**src/rtl/core/assert_macros.svh**
```systemverilog
// ----------------------------------------------------------------------------
// Assertion macros shared by the RTL
// Clocked on clk, disabled while rst_n is low.
// ----------------------------------------------------------------------------
`ifndef ASSERT_MACROS_SVH
`define ASSERT_MACROS_SVH

// same-cycle implication
`define ASSERT_IMP(label, ante, cons) \
  label: assert property (@(posedge clk) disable iff (!rst_n) (ante) |-> (cons)) \
    else $error("assertion failed");

// next-cycle implication
`define ASSERT_NXT(label, ante, cons) \
  label: assert property (@(posedge clk) disable iff (!rst_n) (ante) |=> (cons)) \
    else $error("assertion failed");

`endif

```
**src/rtl/core/fnws_pkg.sv**
```systemverilog
// ----------------------------------------------------------------------------
// fnws_pkg
// Widths, constants and shared types of the synthesizer word sequencer.
// ----------------------------------------------------------------------------
`default_nettype none

package fnws_pkg;

  localparam int FRAC_BITS_DEF = 24;

  // field widths
  localparam int FREQ_W = 23;
  localparam int WORD_W = 28;
  localparam int IDX_W  = 5;
  localparam int DATA_W = 24;
  localparam int ADDR_W = 4;
  localparam int REF_W  = 19;
  localparam int CP_W   = 7;
  localparam int VCO_W  = 16;
  localparam int RDIV_W = 14;
  localparam int NUM_W  = 36;   // fv2 * R stays below 2^36
  localparam int PROD_W = FREQ_W + RDIV_W;
  localparam int LIM_W  = 25;   // 40 * ref
  localparam int CFG_IDX_W = 3;
  localparam int CFG_DATA_W = REF_W;

  // configuration register indexes
  localparam logic [CFG_IDX_W-1:0] CFG_REF_KHZ  = 3'd0;
  localparam logic [CFG_IDX_W-1:0] CFG_CP_CUR   = 3'd1;
  localparam logic [CFG_IDX_W-1:0] CFG_VCO_MID  = 3'd2;
  localparam logic [CFG_IDX_W-1:0] CFG_VCO_LOW  = 3'd3;
  localparam logic [CFG_IDX_W-1:0] CFG_VCO_HIGH = 3'd4;

  localparam logic [REF_W-1:0] REF_RESET = 19'd50000;

  // band limits in kHz, inclusive
  localparam logic [FREQ_W-1:0] MID_LO  = 23'd2100000;
  localparam logic [FREQ_W-1:0] MID_HI  = 23'd2410000;
  localparam logic [FREQ_W-1:0] LOW_LO  = 23'd1050000;
  localparam logic [FREQ_W-1:0] LOW_HI  = 23'd1205000;
  localparam logic [FREQ_W-1:0] HIGH_LO = 23'd4200000;
  localparam logic [FREQ_W-1:0] HIGH_HI = 23'd4820000;
  localparam logic [FREQ_W-1:0] FV2_DEF = 23'd4600000;   // 2300 MHz in half kHz

  localparam logic [RDIV_W-1:0] RDIV_MAX = 14'd8192;
  localparam logic [IDX_W-1:0]  WIDX_LAST = 5'd17;

  // serial register addresses
  localparam logic [ADDR_W-1:0] ADDR_ID   = 4'h0;
  localparam logic [ADDR_W-1:0] ADDR_RST  = 4'h1;
  localparam logic [ADDR_W-1:0] ADDR_RDIV = 4'h2;
  localparam logic [ADDR_W-1:0] ADDR_NINT = 4'h3;
  localparam logic [ADDR_W-1:0] ADDR_NFRC = 4'h4;
  localparam logic [ADDR_W-1:0] ADDR_VCO  = 4'h5;
  localparam logic [ADDR_W-1:0] ADDR_SD   = 4'h6;
  localparam logic [ADDR_W-1:0] ADDR_LD   = 4'h7;
  localparam logic [ADDR_W-1:0] ADDR_ALG  = 4'h8;
  localparam logic [ADDR_W-1:0] ADDR_CP   = 4'h9;
  localparam logic [ADDR_W-1:0] ADDR_AUX  = 4'hA;
  localparam logic [ADDR_W-1:0] ADDR_GPO  = 4'hB;
  localparam logic [ADDR_W-1:0] ADDR_RSVC = 4'hC;
  localparam logic [ADDR_W-1:0] ADDR_RSVD = 4'hD;
  localparam logic [ADDR_W-1:0] ADDR_GPOB = 4'hF;

  // data constants
  localparam logic [DATA_W-1:0] D_ID      = 24'h000020;
  localparam logic [DATA_W-1:0] D_SD      = 24'h202F4A;
  localparam logic [DATA_W-1:0] D_BIAS_LO = 24'h00AB95;
  localparam logic [DATA_W-1:0] D_BIAS_HI = 24'h00A395;
  localparam logic [DATA_W-1:0] D_VCO_CFG = 24'h00D11D;
  localparam logic [DATA_W-1:0] D_VCO_END = 24'h000005;
  localparam logic [DATA_W-1:0] D_RST     = 24'h000002;
  localparam logic [DATA_W-1:0] D_LD      = 24'h00010D;
  localparam logic [DATA_W-1:0] D_ALG     = 24'h41BEFF;
  localparam logic [DATA_W-1:0] D_AUX     = 24'h001105;
  localparam logic [DATA_W-1:0] D_GPO     = 24'h078061;
  localparam logic [DATA_W-1:0] D_GPOB    = 24'h000081;
  localparam logic [6:0]        CP_OFFSET = 7'h5F;

  // divider handshake
  typedef struct packed {
    logic start;
  } div_ctrl_t;

  typedef struct packed {
    logic busy;
    logic done;
  } div_stat_t;

  // everything the word builder needs
  typedef struct packed {
    logic [RDIV_W-1:0] rdiv;
    logic [CP_W-1:0]   cp;
    logic [VCO_W-1:0]  band;
    logic              hi_band;
    logic [DATA_W-1:0] nint;
    logic [DATA_W-1:0] nfrac;
  } word_fields_t;

endpackage

`default_nettype wire

```
**src/rtl/core/fnws_if.sv**
```systemverilog
// ----------------------------------------------------------------------------
// fnws_in_if / fnws_out_if
// Valid/ready channels for frequency requests and register words.
// ----------------------------------------------------------------------------
`default_nettype none

interface fnws_in_if;
  logic                       valid;
  logic                       ready;
  logic [fnws_pkg::FREQ_W-1:0] freq_khz;

  modport source (output valid, output freq_khz, input ready);
  modport sink   (input valid, input freq_khz, output ready);
endinterface

interface fnws_out_if;
  logic                       valid;
  logic                       ready;
  logic [fnws_pkg::WORD_W-1:0] spi_word;
  logic [fnws_pkg::IDX_W-1:0]  word_index;
  logic                       last_word;

  modport source (output valid, output spi_word, output word_index, output last_word,
                  input ready);
  modport sink   (input valid, input spi_word, input word_index, input last_word,
                  output ready);
endinterface

`default_nettype wire

```
**src/rtl/core/frac_n_synth_word_sequencer_top.sv**
```systemverilog
// ----------------------------------------------------------------------------
// frac_n_synth_word_sequencer_top
// Turns a requested frequency into the 18-word register programming sequence.
// ----------------------------------------------------------------------------
// A request beat on in_ch starts one sequence; in_ch.ready stays low until the
// last of its 18 words has been taken on out_ch. A request then passes through
// the accept cycle, where the band is picked, the product state, the
// divider-check state, the serial restoring divider that yields one quotient
// bit of N per cycle, the rounding state, then one word per cycle while
// out_ch.ready is high. The reference divider R is kept across requests and
// may double once per request.
`default_nettype none

`include "assert_macros.svh"

module frac_n_synth_word_sequencer_top #(
  parameter int FRAC_BITS = fnws_pkg::FRAC_BITS_DEF
) (
  input  wire logic                                 clk,
  input  wire logic                                 rst_n,
  fnws_in_if.sink                                   in_ch,
  fnws_out_if.source                                out_ch,
  input  wire logic                                 cfg_we,
  input  wire logic [fnws_pkg::CFG_IDX_W-1:0]       cfg_idx,
  input  wire logic [fnws_pkg::CFG_DATA_W-1:0]      cfg_wdata
);

  localparam int DW     = fnws_pkg::NUM_W + FRAC_BITS;
  localparam int DATA_W = fnws_pkg::DATA_W;

  typedef enum logic [5:0] {
    ST_IDLE = 6'b000001,
    ST_MUL  = 6'b000010,
    ST_CHK  = 6'b000100,
    ST_DIV  = 6'b001000,
    ST_RND  = 6'b010000,
    ST_EMIT = 6'b100000
  } state_t;

  state_t state_r, state_nxt;

  logic [fnws_pkg::REF_W-1:0]  ref_r;
  logic [fnws_pkg::CP_W-1:0]   cp_r;
  logic [fnws_pkg::VCO_W-1:0]  vco_mid_r, vco_low_r, vco_high_r;
  logic [fnws_pkg::RDIV_W-1:0] rdiv_r;
  logic [fnws_pkg::IDX_W-1:0]  idx_r;

  logic [fnws_pkg::FREQ_W-1:0] fv2_r;
  logic [fnws_pkg::VCO_W-1:0]  band_r;
  logic                        hi_r;
  logic [fnws_pkg::PROD_W-1:0] prod_r;
  logic [DATA_W-1:0]           nint_r, nfrac_r;

  logic in_beat, out_beat;

  // band selection on the incoming request
  logic [fnws_pkg::FREQ_W-1:0] f_in, fv2_sel;
  logic [fnws_pkg::VCO_W-1:0]  band_sel;
  logic                        hi_sel;

  // divider check
  logic [fnws_pkg::REF_W-1:0]  ref_eff;
  logic [fnws_pkg::LIM_W-1:0]  lim;
  logic                        dbl;

  // rounding
  logic [DW:0]   q_inc;
  logic [DW-1:0] t_val;

  fnws_pkg::div_ctrl_t    div_ctrl;
  fnws_pkg::div_stat_t    div_stat;
  logic [DW-1:0]          quot;
  fnws_pkg::word_fields_t fields;

  assign in_beat  = in_ch.valid && in_ch.ready;
  assign out_beat = out_ch.valid && out_ch.ready;

  always_comb begin
    f_in     = in_ch.freq_khz;
    fv2_sel  = fnws_pkg::FV2_DEF;
    band_sel = vco_mid_r;
    hi_sel   = 1'b0;
    if (f_in >= fnws_pkg::MID_LO && f_in <= fnws_pkg::MID_HI) begin
      fv2_sel = {f_in[fnws_pkg::FREQ_W-2:0], 1'b0};
    end else if (f_in >= fnws_pkg::LOW_LO && f_in <= fnws_pkg::LOW_HI) begin
      fv2_sel  = {f_in[fnws_pkg::FREQ_W-3:0], 2'b00};
      band_sel = vco_low_r;
    end else if (f_in >= fnws_pkg::HIGH_LO && f_in <= fnws_pkg::HIGH_HI) begin
      fv2_sel  = f_in;
      band_sel = vco_high_r;
      hi_sel   = 1'b1;
    end
  end

  // zero reference reads as 1; lim = 20 * (2 * ref)
  always_comb begin
    ref_eff = (ref_r == '0) ? fnws_pkg::REF_W'(1) : ref_r;
    lim     = {ref_eff, 5'b0} + {2'b0, ref_eff, 3'b0};
    dbl     = (prod_r < fnws_pkg::PROD_W'(lim)) && (rdiv_r < fnws_pkg::RDIV_MAX);
  end

  // round to nearest: t = (q + 1) / 2
  always_comb begin
    q_inc = {1'b0, quot} + (DW + 1)'(1);
    t_val = q_inc[DW:1];
  end

  assign div_ctrl.start = (state_r == ST_CHK);

  // sequencer
  always_comb begin
    state_nxt = state_r;
    case (state_r)
      ST_IDLE: if (in_beat) state_nxt = ST_MUL;
      ST_MUL:  state_nxt = ST_CHK;
      ST_CHK:  state_nxt = ST_DIV;
      ST_DIV:  if (div_stat.done) state_nxt = ST_RND;
      ST_RND:  state_nxt = ST_EMIT;
      ST_EMIT: if (out_beat && idx_r == fnws_pkg::WIDX_LAST) state_nxt = ST_IDLE;
      default: state_nxt = ST_IDLE;
    endcase
  end

  always_ff @(posedge clk) begin
    if (!rst_n) begin
      state_r    <= ST_IDLE;
      idx_r      <= '0;
      rdiv_r     <= fnws_pkg::RDIV_W'(1);
      ref_r      <= fnws_pkg::REF_RESET;
      cp_r       <= '0;
      vco_mid_r  <= '0;
      vco_low_r  <= '0;
      vco_high_r <= '0;
    end else begin
      state_r <= state_nxt;
      if (state_r == ST_CHK && dbl) begin
        rdiv_r <= {rdiv_r[fnws_pkg::RDIV_W-2:0], 1'b0};
      end
      if (state_r == ST_RND) begin
        idx_r <= '0;
      end else if (out_beat) begin
        idx_r <= idx_r + fnws_pkg::IDX_W'(1);
      end
      // configuration writes
      if (cfg_we) begin
        case (cfg_idx)
          fnws_pkg::CFG_REF_KHZ:  ref_r      <= cfg_wdata;
          fnws_pkg::CFG_CP_CUR:   cp_r       <= cfg_wdata[fnws_pkg::CP_W-1:0];
          fnws_pkg::CFG_VCO_MID:  vco_mid_r  <= cfg_wdata[fnws_pkg::VCO_W-1:0];
          fnws_pkg::CFG_VCO_LOW:  vco_low_r  <= cfg_wdata[fnws_pkg::VCO_W-1:0];
          fnws_pkg::CFG_VCO_HIGH: vco_high_r <= cfg_wdata[fnws_pkg::VCO_W-1:0];
          default: ;
        endcase
      end
    end
  end

  // datapath registers
  always_ff @(posedge clk) begin
    if (in_beat) begin
      fv2_r  <= fv2_sel;
      band_r <= band_sel;
      hi_r   <= hi_sel;
    end
    if (state_r == ST_MUL) begin
      prod_r <= fv2_r * rdiv_r;
    end
    if (state_r == ST_RND) begin
      nint_r  <= t_val[FRAC_BITS +: DATA_W];
      nfrac_r <= DATA_W'(t_val[FRAC_BITS-1:0]) << (DATA_W - FRAC_BITS);
    end
  end

  // the divider loads the product with the new R in the check cycle
  logic [fnws_pkg::NUM_W-1:0] num_start;
  assign num_start = dbl ? {prod_r[fnws_pkg::NUM_W-2:0], 1'b0}
                         : prod_r[fnws_pkg::NUM_W-1:0];

  fnws_div #(
    .FRAC_BITS(FRAC_BITS)
  ) u_div (
    .clk     (clk),
    .rst_n   (rst_n),
    .ctrl    (div_ctrl),
    .num     (num_start),
    .divisor (ref_eff),
    .stat    (div_stat),
    .quot    (quot)
  );

  assign fields.rdiv    = rdiv_r;
  assign fields.cp      = cp_r;
  assign fields.band    = band_r;
  assign fields.hi_band = hi_r;
  assign fields.nint    = nint_r;
  assign fields.nfrac   = nfrac_r;

  fnws_word u_word (
    .idx      (idx_r),
    .fields   (fields),
    .spi_word (out_ch.spi_word)
  );

  assign in_ch.ready       = (state_r == ST_IDLE);
  assign out_ch.valid      = (state_r == ST_EMIT);
  assign out_ch.word_index = idx_r;
  assign out_ch.last_word  = (idx_r == fnws_pkg::WIDX_LAST);

  // checks
  `ASSERT_NXT(a_busy_after_req, in_beat, !in_ch.ready)
  `ASSERT_NXT(a_idle_after_last, out_beat && out_ch.last_word, in_ch.ready)
  `ASSERT_IMP(a_no_overlap, out_ch.valid, !in_ch.ready && !div_stat.busy)
  `ASSERT_IMP(a_rdiv_pow2, 1'b1, $onehot(rdiv_r))

endmodule

`default_nettype wire

```
**src/rtl/core/fnws_div.sv**
```systemverilog
// ----------------------------------------------------------------------------
// fnws_div
// Restoring divider, one quotient bit per cycle, dividend = num << FRAC_BITS.
// ----------------------------------------------------------------------------
`default_nettype none

module fnws_div #(
  parameter int FRAC_BITS = fnws_pkg::FRAC_BITS_DEF
) (
  input  wire logic                              clk,
  input  wire logic                              rst_n,
  input  wire fnws_pkg::div_ctrl_t               ctrl,
  input  wire logic [fnws_pkg::NUM_W-1:0]        num,
  input  wire logic [fnws_pkg::REF_W-1:0]        divisor,
  output fnws_pkg::div_stat_t                    stat,
  output logic [fnws_pkg::NUM_W+FRAC_BITS-1:0]   quot
);

  localparam int DW    = fnws_pkg::NUM_W + FRAC_BITS;
  localparam int RW    = fnws_pkg::REF_W;
  localparam int CNT_W = $clog2(DW + 1);

  logic [DW-1:0]    d_r, d_nxt;
  logic [RW-1:0]    rem_r, rem_nxt;
  logic [RW-1:0]    dvs_r;
  logic [CNT_W-1:0] cnt_r, cnt_nxt;

  logic [RW:0] rem_ext;
  logic [RW:0] diff;
  logic        ge;

  // one trial subtraction per cycle
  always_comb begin
    rem_ext = {rem_r, d_r[DW-1]};
    diff    = rem_ext - {1'b0, dvs_r};
    ge      = (rem_ext >= {1'b0, dvs_r});
  end

  always_comb begin
    cnt_nxt = cnt_r;
    d_nxt   = d_r;
    rem_nxt = rem_r;
    if (ctrl.start) begin
      cnt_nxt = CNT_W'(DW);
      d_nxt   = {num, {FRAC_BITS{1'b0}}};
      rem_nxt = '0;
    end else if (cnt_r != '0) begin
      cnt_nxt = cnt_r - CNT_W'(1);
      d_nxt   = {d_r[DW-2:0], ge};
      rem_nxt = ge ? diff[RW-1:0] : rem_ext[RW-1:0];
    end
  end

  always_ff @(posedge clk) begin
    if (!rst_n) begin
      cnt_r <= '0;
    end else begin
      cnt_r <= cnt_nxt;
    end
  end

  always_ff @(posedge clk) begin
    d_r   <= d_nxt;
    rem_r <= rem_nxt;
    if (ctrl.start) begin
      dvs_r <= divisor;
    end
  end

  assign stat.busy = (cnt_r != '0);
  assign stat.done = (cnt_r == CNT_W'(1));
  assign quot      = d_r;

endmodule

`default_nettype wire

```
**src/rtl/core/fnws_word.sv**
```systemverilog
// ----------------------------------------------------------------------------
// fnws_word
// Builds the register word (address over data) for a sequence position.
// ----------------------------------------------------------------------------
`default_nettype none

module fnws_word (
  input  wire logic [fnws_pkg::IDX_W-1:0]  idx,
  input  wire fnws_pkg::word_fields_t      fields,
  output logic [fnws_pkg::WORD_W-1:0]      spi_word
);

  logic [fnws_pkg::DATA_W-1:0] cpw;

  // charge pump: enable bits, fixed offset, then up and down currents
  assign cpw = {3'b110, fnws_pkg::CP_OFFSET, fields.cp, fields.cp};

  always_comb begin
    case (idx)
      5'd0:  spi_word = {fnws_pkg::ADDR_ID, fnws_pkg::D_ID};
      5'd1:  spi_word = {fnws_pkg::ADDR_RDIV,
                         fnws_pkg::DATA_W'(fields.rdiv)};
      5'd2:  spi_word = {fnws_pkg::ADDR_SD, fnws_pkg::D_SD};
      5'd3:  spi_word = {fnws_pkg::ADDR_CP, cpw};
      5'd4:  spi_word = {fnws_pkg::ADDR_VCO,
                         fnws_pkg::DATA_W'(fields.band)};
      5'd5:  spi_word = {fnws_pkg::ADDR_VCO,
                         fields.hi_band ? fnws_pkg::D_BIAS_HI : fnws_pkg::D_BIAS_LO};
      5'd6:  spi_word = {fnws_pkg::ADDR_VCO, fnws_pkg::D_VCO_CFG};
      5'd7:  spi_word = {fnws_pkg::ADDR_VCO, fnws_pkg::D_VCO_END};
      5'd8:  spi_word = {fnws_pkg::ADDR_RST, fnws_pkg::D_RST};
      5'd9:  spi_word = {fnws_pkg::ADDR_LD, fnws_pkg::D_LD};
      5'd10: spi_word = {fnws_pkg::ADDR_ALG, fnws_pkg::D_ALG};
      5'd11: spi_word = {fnws_pkg::ADDR_AUX, fnws_pkg::D_AUX};
      5'd12: spi_word = {fnws_pkg::ADDR_GPO, fnws_pkg::D_GPO};
      5'd13: spi_word = {fnws_pkg::ADDR_RSVC, {fnws_pkg::DATA_W{1'b0}}};
      5'd14: spi_word = {fnws_pkg::ADDR_RSVD, {fnws_pkg::DATA_W{1'b0}}};
      5'd15: spi_word = {fnws_pkg::ADDR_GPOB, fnws_pkg::D_GPOB};
      5'd16: spi_word = {fnws_pkg::ADDR_NINT, fields.nint};
      5'd17: spi_word = {fnws_pkg::ADDR_NFRC, fields.nfrac};
      default: spi_word = '0;
    endcase
  end

endmodule

`default_nettype wire
```
**src/flat_wrapper.sv**
```systemverilog
// flat-port wrapper written by rule: the top's interface ports become plain ports
module frac_n_synth_word_sequencer_top_flat 
#(
  parameter int FRAC_BITS = fnws_pkg::FRAC_BITS_DEF
)
  (clk, rst_n, cfg_we, cfg_idx, cfg_wdata, in_ch_valid, in_ch_freq_khz, in_ch_ready, out_ch_valid, out_ch_spi_word, out_ch_word_index, out_ch_last_word, out_ch_ready);
  fnws_in_if in_ch_i ();
  fnws_out_if out_ch_i ();
  input  wire logic clk;
  input  wire logic rst_n;
  input  wire logic cfg_we;
  input  wire logic [fnws_pkg::CFG_IDX_W-1:0] cfg_idx;
  input  wire logic [fnws_pkg::CFG_DATA_W-1:0] cfg_wdata;
  input wire logic [$bits(in_ch_i.valid)-1:0] in_ch_valid;
  input wire logic [$bits(in_ch_i.freq_khz)-1:0] in_ch_freq_khz;
  output wire logic [$bits(in_ch_i.ready)-1:0] in_ch_ready;
  output wire logic [$bits(out_ch_i.valid)-1:0] out_ch_valid;
  output wire logic [$bits(out_ch_i.spi_word)-1:0] out_ch_spi_word;
  output wire logic [$bits(out_ch_i.word_index)-1:0] out_ch_word_index;
  output wire logic [$bits(out_ch_i.last_word)-1:0] out_ch_last_word;
  input wire logic [$bits(out_ch_i.ready)-1:0] out_ch_ready;
  assign in_ch_i.valid = in_ch_valid;
  assign in_ch_i.freq_khz = in_ch_freq_khz;
  assign in_ch_ready = in_ch_i.ready;
  assign out_ch_valid = out_ch_i.valid;
  assign out_ch_spi_word = out_ch_i.spi_word;
  assign out_ch_word_index = out_ch_i.word_index;
  assign out_ch_last_word = out_ch_i.last_word;
  assign out_ch_i.ready = out_ch_ready;
  frac_n_synth_word_sequencer_top #(.FRAC_BITS(FRAC_BITS)) u_core (.clk(clk), .rst_n(rst_n), .in_ch(in_ch_i), .out_ch(out_ch_i), .cfg_we(cfg_we), .cfg_idx(cfg_idx), .cfg_wdata(cfg_wdata));
endmodule
```
**config.mk**
```make
export PLATFORM = sky130hd
export DESIGN_NAME = frac_n_synth_word_sequencer_top_flat
export DESIGN_NICKNAME = d
export VERILOG_FILES = /design/src/rtl/core/fnws_pkg.sv /design/src/rtl/core/fnws_if.sv /design/src/rtl/core/frac_n_synth_word_sequencer_top.sv /design/src/rtl/core/fnws_div.sv /design/src/rtl/core/fnws_word.sv /design/src/flat_wrapper.sv
export VERILOG_INCLUDE_DIRS = /design/src /design/src/rtl/core
export SDC_FILE = /design/constraint.sdc
export NUM_CORES = 1
export LEC_CHECK = 0
export BUFFER_PORTS_ARGS = -buffer_cell sky130_fd_sc_hd__buf_2
export CAP_MARGIN = 20
export CORE_MARGIN = 1
export CORE_UTILIZATION = 64
export CTS_CLUSTER_SIZE = 16
export DETAILED_ROUTE_END_ITERATION = 7
export PLACE_DENSITY_LB_ADDON = 0.1
export SYNTH_ARGS = -nofsm -noshare
export SYNTH_HDL_FRONTEND = slang
export SYNTH_SLANG_ARGS = --single-unit
```
**constraint.sdc**
```tcl
create_clock -name clk -period 7.91 [get_ports clk]
set_clock_uncertainty 0.2 [all_clocks]
set_input_delay 2.373 -clock clk [delete_from_list [all_inputs] [get_ports clk]]
set_output_delay 2.373 -clock clk [all_outputs]
set_load 0.005 [all_outputs]
```
=== Word level (Yosys, flattened, before mapping) ===
Index checks and enable logic that the tools add are counted.

* Bits in registers: 328
* Input port bits: 50
* Output and inout bits: 36
* Logic and storage cells: 112

* Add/subtract/negate cells: 5
* Multipliers: 1
* $lt $le $gt $ge: 9
* Equality and inequality tests: 31
* Multiplexer cells: 20
* Bitwise logic cells: 2
* Reduce and logical (&&, ||, !) cells: 23

{| class="wikitable"
|+ Operator list
! kind !! count
|-
| 28-bit case mux with 18 select lines || 1
|-
| 60-bit two-way mux || 2
|-
| 23-bit two-way mux || 3
|-
| 49-bit by 1-bit adder with 49-bit output (second input constant) || 1
|-
| 16-bit two-way mux || 3
|-
| 5-bit by 4-bit == test with 1-bit output (second input constant) || 8
|-
| 19-bit two-way mux || 2
|-
| 37-bit by 25-bit < comparator with 1-bit output || 1
|-
| 23-bit by 14-bit multiplier with 37-bit output || 1
|-
| 36-bit two-way mux || 1
|-
| 6-bit case mux with 6 select lines || 1
|-
| 6-bit two-way mux || 5
|-
| 24-bit by 22-bit adder with 25-bit output || 1
|-
| 23-bit by 21-bit greater-or-equal comparator with 1-bit output (second input constant) || 1
|-
| 23-bit by 22-bit greater-or-equal comparator with 1-bit output (second input constant) || 1
|-
| 23-bit greater-or-equal comparator (second input constant) || 1
|-
| 23-bit by 21-bit less-or-equal comparator with 1-bit output (second input constant) || 1
|-
| 23-bit by 22-bit less-or-equal comparator with 1-bit output (second input constant) || 1
|-
| 23-bit less-or-equal comparator (second input constant) || 1
|-
| 5-bit by 3-bit == test with 1-bit output (second input constant) || 4
|-
| 20-bit by 19-bit greater-or-equal comparator with 1-bit output || 1
|-
| 19-bit zero test || 1
|-
| 19-bit subtractor || 1
|-
| 14-bit < comparator (second input constant) || 1
|-
| 28 further kinds || 47
|}

=== Depth between registers and ports, before layout ===
* Word-level depth: 7
* Mapped depth: 24
* Mapped depth without buffers: 22

=== Cells and area by module ===
From an unflattened synthesis, not the netlist that was laid out.

* Cells, all modules: 3044
* Area total of the unflattened synthesis: 27695.3 um^2

{| class="wikitable"
|+ By module, submodules not included
! module !! times used !! cells each !! area an instance (um^2) !! sequential area each (um^2)
|-
| frac_n_synth_word_sequencer_top || 1 || 2264 || 21304.2 || 5735.5
|-
| fnws_div || 1 || 585 || 5203.7 || 2632.5
|-
| fnws_word || 1 || 195 || 1187.4 || 0.0
|}

=== Worst setup path before layout ===
OpenSTA, ideal clock, no wires.

* Kind: register -> register
* Start point: register u_core.fv2_r[8] in the netlist's numbering
* End point: register u_core.prod_r[35] in the netlist's numbering, data pin
* Library setup time: 258 ps
* Arrival: 6112 ps
* Data required time: 7452 ps
* Slack: 1340 ps
* Stages on the path, launching flop included: 22
* Buffers on the path: 1
* Period minus slack after synthesis: 6570 ps
* Cell sequence: edfxtp_1 > clkbuf_1 > and2_1 > fa_1 > inv_1 > fa_1 > inv_1 > fa_1 > fa_1 > fa_1 > inv_1 > fa_1 > inv_1 > ha_1 > a211oi_1 > o21ai_0 > a221oi_1 > a31oi_1 > a2111oi_0 > o31ai_1 > a21oi_1 > xnor2_1

* Longest elaborated chain between the ends: 1

{| class="wikitable"
|+ Ends and longest elaborated chain
! what !! line !! RTL
|-
| start: declaration || frac_n_synth_word_sequencer_top.sv:48 || <nowiki>logic [fnws_pkg::FREQ_W-1:0] fv2_r;</nowiki>
|-
| start signal: assignment || frac_n_synth_word_sequencer_top.sv:161 || <nowiki>fv2_r <= fv2_sel;</nowiki>
|-
| 23-bit by 14-bit multiplier with 37-bit output || frac_n_synth_word_sequencer_top.sv:166 || <nowiki>prod_r <= fv2_r * rdiv_r;</nowiki>
|-
| end signal: assignment || frac_n_synth_word_sequencer_top.sv:166 ||
|-
| end: declaration || frac_n_synth_word_sequencer_top.sv:51 || <nowiki>logic [fnws_pkg::PROD_W-1:0] prod_r;</nowiki>
|}

Every way passes these cells.
A chain may end at the register's enable or synchronous reset.

=== Worst setup path in the final report ===
* Start point: register u_core.rdiv_r[10] in the netlist's numbering
* End point: register u_core.prod_r[35] in the netlist's numbering, data pin

* Longest elaborated chain between the ends: 1

{| class="wikitable"
|+ Ends and longest elaborated chain
! what !! line !! RTL
|-
| start: declaration || frac_n_synth_word_sequencer_top.sv:45 || <nowiki>logic [fnws_pkg::RDIV_W-1:0] rdiv_r;</nowiki>
|-
| start signal: assignment || frac_n_synth_word_sequencer_top.sv:128 || <nowiki>rdiv_r <= fnws_pkg::RDIV_W'(1);</nowiki>
|-
| start signal: assignment || frac_n_synth_word_sequencer_top.sv:137 || <nowiki>rdiv_r <= {rdiv_r[fnws_pkg::RDIV_W-2:0], 1'b0};</nowiki>
|-
| 23-bit by 14-bit multiplier with 37-bit output || frac_n_synth_word_sequencer_top.sv:166 ||
|}

Every way passes these cells.

==> flow_summary_export.csv <==
group,metric,value,unit
grt,grt_max_degree,76,
run_status,status,"finished, final reports clean",
synthesis,ys_types,78,
final_layout,nets,3457,
clock_tree,htreeDepth,2,
routing,vias,21900,
synthesis,post-synth-top-count-cell,"nand2_1",
timing,slew_headroom,0.305,
grt,grt_usage,0.351,
clock_tree,cts_buffer_depth,3,
power,p_total,0.00564,W
clock_tree,cts-root-buf,"clkbuf_16",
timing,setup_tns,0,ns
grt,overflow,0,
critical_path,crit_fanout,15,
final_layout,syn_to_final_growth,6.94,%
clock_tree,cts_tree,"done",
critical_path,crit_slowest_cell,"dfxtp_1",
routing,via_per_inst,6.14,
floorplanning,initial_core_util,0.648,
timing,setup_viol,0,
floorplanning,die_area,0.0432,mm^2
final_layout,fillers,3285,
routing,wl_met2,35.9,mm
timing,rsz0062_at_grt,"false",
synthesis,syn_avg_cell_area,9.07,um^2
job,cap_violations,0,
routing,firstDrtPassIters,7,
place,hpwl,57.7,mm
synthesis,yosys.area.top_type,"edfxtp_1",
critical_path,critPathBufInv,5,
timing,finalHoldViolations,0,
clock_tree,ctsHoldBuffers,0,
critical_path,path_delay_family,"adder cells",
routing,drtAntennaViolNets,0,
clock_tree,numCtsBuffers,36,
synthesis,synth_top_area_frac,0.199,
critical_path,arrival,7.50,ns
critical_path,crit_type,"flop to flop",
synthesis,netlist_top_cells_area,"edfxtp_1, fa_1, dfxtp_1",
synthesis,synth_cells,2991,
critical_path,reg2reg_depth,21,
routing,routed_wl,75.2,mm
routing,post_drt_wl_per_cell,21.1,um
timing,tightest_slew,1.04,ns
routing,topRoutingLayerUsed,"met4",
synthesis,synth_warnings,0,
critical_path,path_cells,"buf_4 > and2_1 > fa_1 > inv_1 > fa_1 > fa_1 > fa_1 > inv_1 > fa_1 > inv_1 > fa_1 > inv_1 > ha_1 > a211oi_1 > o21ai_0 > a221oi_1 > a31oi_1 > a2111oi_0 > o31ai_1 > a21oi_1 > xnor2_1",
timing,period_minus_slack,7.36,ns
critical_path,cpMostUsedCell,"fa_1",
power,power_leakage,12.8,nW
routing,wl_met3,5.52,mm
critical_path,worstSetupEndpointType,"flop",
synthesis,synth_edf_count,180,
final_layout,seq_area,0.00837,mm^2
critical_path,cpPeakStageDelay,0.89,ns
synthesis,ys_seq_area_frac,0.308,
routing,first_iter_violations,2297,
worst_hold_path,hp-class,"flop to flop",
synthesis,synth_commonest_cells,"nand2_1, inv_1, fa_1",
routing,wl_met1,30.2,mm
floorplanning,rows,75,
routing,drc,0,
floorplanning,die_w,208,um
synthesis,ys_seq_elements,328,
critical_path,crit_path_start_kind,"flop",
worst_hold_path,hold_depth,2,
timing,slew_viol_final,0,
synthesis,synthFlopType,"edfxtp_1",
final_layout,drive_gt1_frac,0.0689,
clock_tree,clock_sinks,328,
critical_path,cp.required,8.06,ns
final_layout,multi_input_comb_area,0.0168,mm^2
clock_tree,clkSlewWorstSetupHoldPaths,0.07,ns
power,power_density,194,mW/mm^2
clock_tree,post_cts_resized,0,
critical_path,r2r_setup_slack,0.55,ns
grt,grt_pass1_vias,21600,
timing,max_freq,136,MHz
place,place_congestion,0.947,
critical_path,cp_num_cells,21,
floorplanning,fp.dieH,208,um
floorplanning,ioPinCount,86,
grt,antenna_found_initial,1,
grt,grt_pass1_wl,118,mm
clock_tree,postCtsSetupBuffers,0,
timing,period_share,0.930,
synthesis,async_flop_share,0,
floorplanning,coreArea,0.0419,mm^2
synthesis,synthesis.area,0.0271,mm^2
clock_tree,clkLatencyLatePin,0.59,ns
place,portBuffers,85,
power,max-vdd-ir-drop,0.000279,V
==> path summary, 6_finish.rpt <==
| kind | startpoint | to |
|---|---|---|
| max | u_core.rdiv_r[10] | u_core.prod_r[35] |
| min | u_core.vco_low_r[4] | u_core.vco_low_r[4] |
| max reg2reg | u_core.rdiv_r[10] | u_core.prod_r[35] |
| min reg2reg | u_core.vco_low_r[4] | u_core.vco_low_r[4] |
==> kinds of logic (layout without fill, tap and decap cells) <==
| group | after synthesis | count (layout) | synth area share |
|---|---|---|---|
| AND/OR/NAND/NOR | 1012 | 1012 | 0.174 |
| AO/OA/AOI/OAI | 552 | 552 | 0.129 |
| buffers and inverters | 520 | 546 | 0.0729 |
| adder cells (fa/ha/maj) | 417 | 417 | 0.262 |
| flip-flops | 328 | 328 | 0.308 |
| XOR/XNOR | 110 | 110 | 0.0355 |
| multiplexers | 50 | 50 | 0.0185 |
| other | 2 | 4 | 0.000277 |
==> per-stage QoR <==
| stage | hold slack (ns) | worst slack [ns] | instance area [um^2] | util | std cells |
|---|---|---|---|---|---|
| global placement | 0.242 | 0.751 | 27900 | 0.667 | 3490 |
| global route | 0.277 | 0.193 | 29000 | 0.693 | 3557 |
| finish | 0.254 | 0.553 | 29000 | 0.693 | 3558 |
| CTS | 0.254 | 0.673 | 29000 | 0.693 | 3556 |
| floorplan | 0.236 | 1.34 | 27100 | - | 2992 |
| detailed placement | 0.247 | 0.658 | 27900 | 0.667 | 3490 |
==> state kept, by name, indices dropped and copies added (netlist names) <==
signal and flops:
u_core.u_div.quot 60, u_core.prod_r 37, u_core.nfrac_r 24, u_core.nint_r 24, u_core.fv2_r 23, u_core.ref_r 19, u_core.u_div.dvs_r 19, u_core.u_div.rem_r 19
u_core.band_r 16, u_core.vco_high_r 16, u_core.vco_low_r 16, u_core.vco_mid_r 16, u_core.rdiv_r 14, u_core.cp_r 7, u_core.state_r 6, u_core.u_div.cnt_r 6
u_core.out_ch.word_index 5, u_core.hi_r 1
==> metal layers <==
metal  global-route usage  vias up
met5                    0        -
met4                0.168        0
met3               0.0503      201
met2                0.583      975
met1                0.456    10700
li1                     -    10000
==> worst min-delay path, cell delays in order (launching register included) <==
cell     delay, ns
dfxtp_1       0.31
nand2_1       0.05
a21oi_1       0.05
==> final cells by class <==
class / count / share of cell area
Inverter: 357 / 0.0462
Tap cell: 539 / 0.0232
Multi-Input combinational cell: 2144 / 0.580
Timing Repair Buffer: 123 / 0.0244
Antenna cell: 1 / 0.0000862
Clock inverter: 13 / 0.00423
Sequential cell: 328 / 0.288
Clock buffer: 53 / 0.0339
==> placed cells by master (no fill, tap or decap), drive strengths merged, types with 35 or more instances in the layout <==
master / netlist / routed
mux2i: 48 / 48
a21o: 35 / 35
a21oi: 204 / 204
dfxtp: 148 / 148
inv: 356 / 358
nand2: 497 / 497
o21ai: 108 / 108
xnor2: 78 / 78
fa: 251 / 251
buf: 18 / 122
edfxtp: 180 / 180
clkbuf: 145 / 54
and2: 154 / 154
nor2: 133 / 133
ha: 166 / 166
nand3: 63 / 63
==> power by group <==
group          leakage [nW]  switching, W  total, W  internal (W)
Combinational          9.37      0.000965   0.00154      0.000577
Clock                 0.534      0.000721   0.00163      0.000907
Sequential             2.89      0.000295   0.00247       0.00218
No activity file was read; power rests on OpenSTA's default activity.
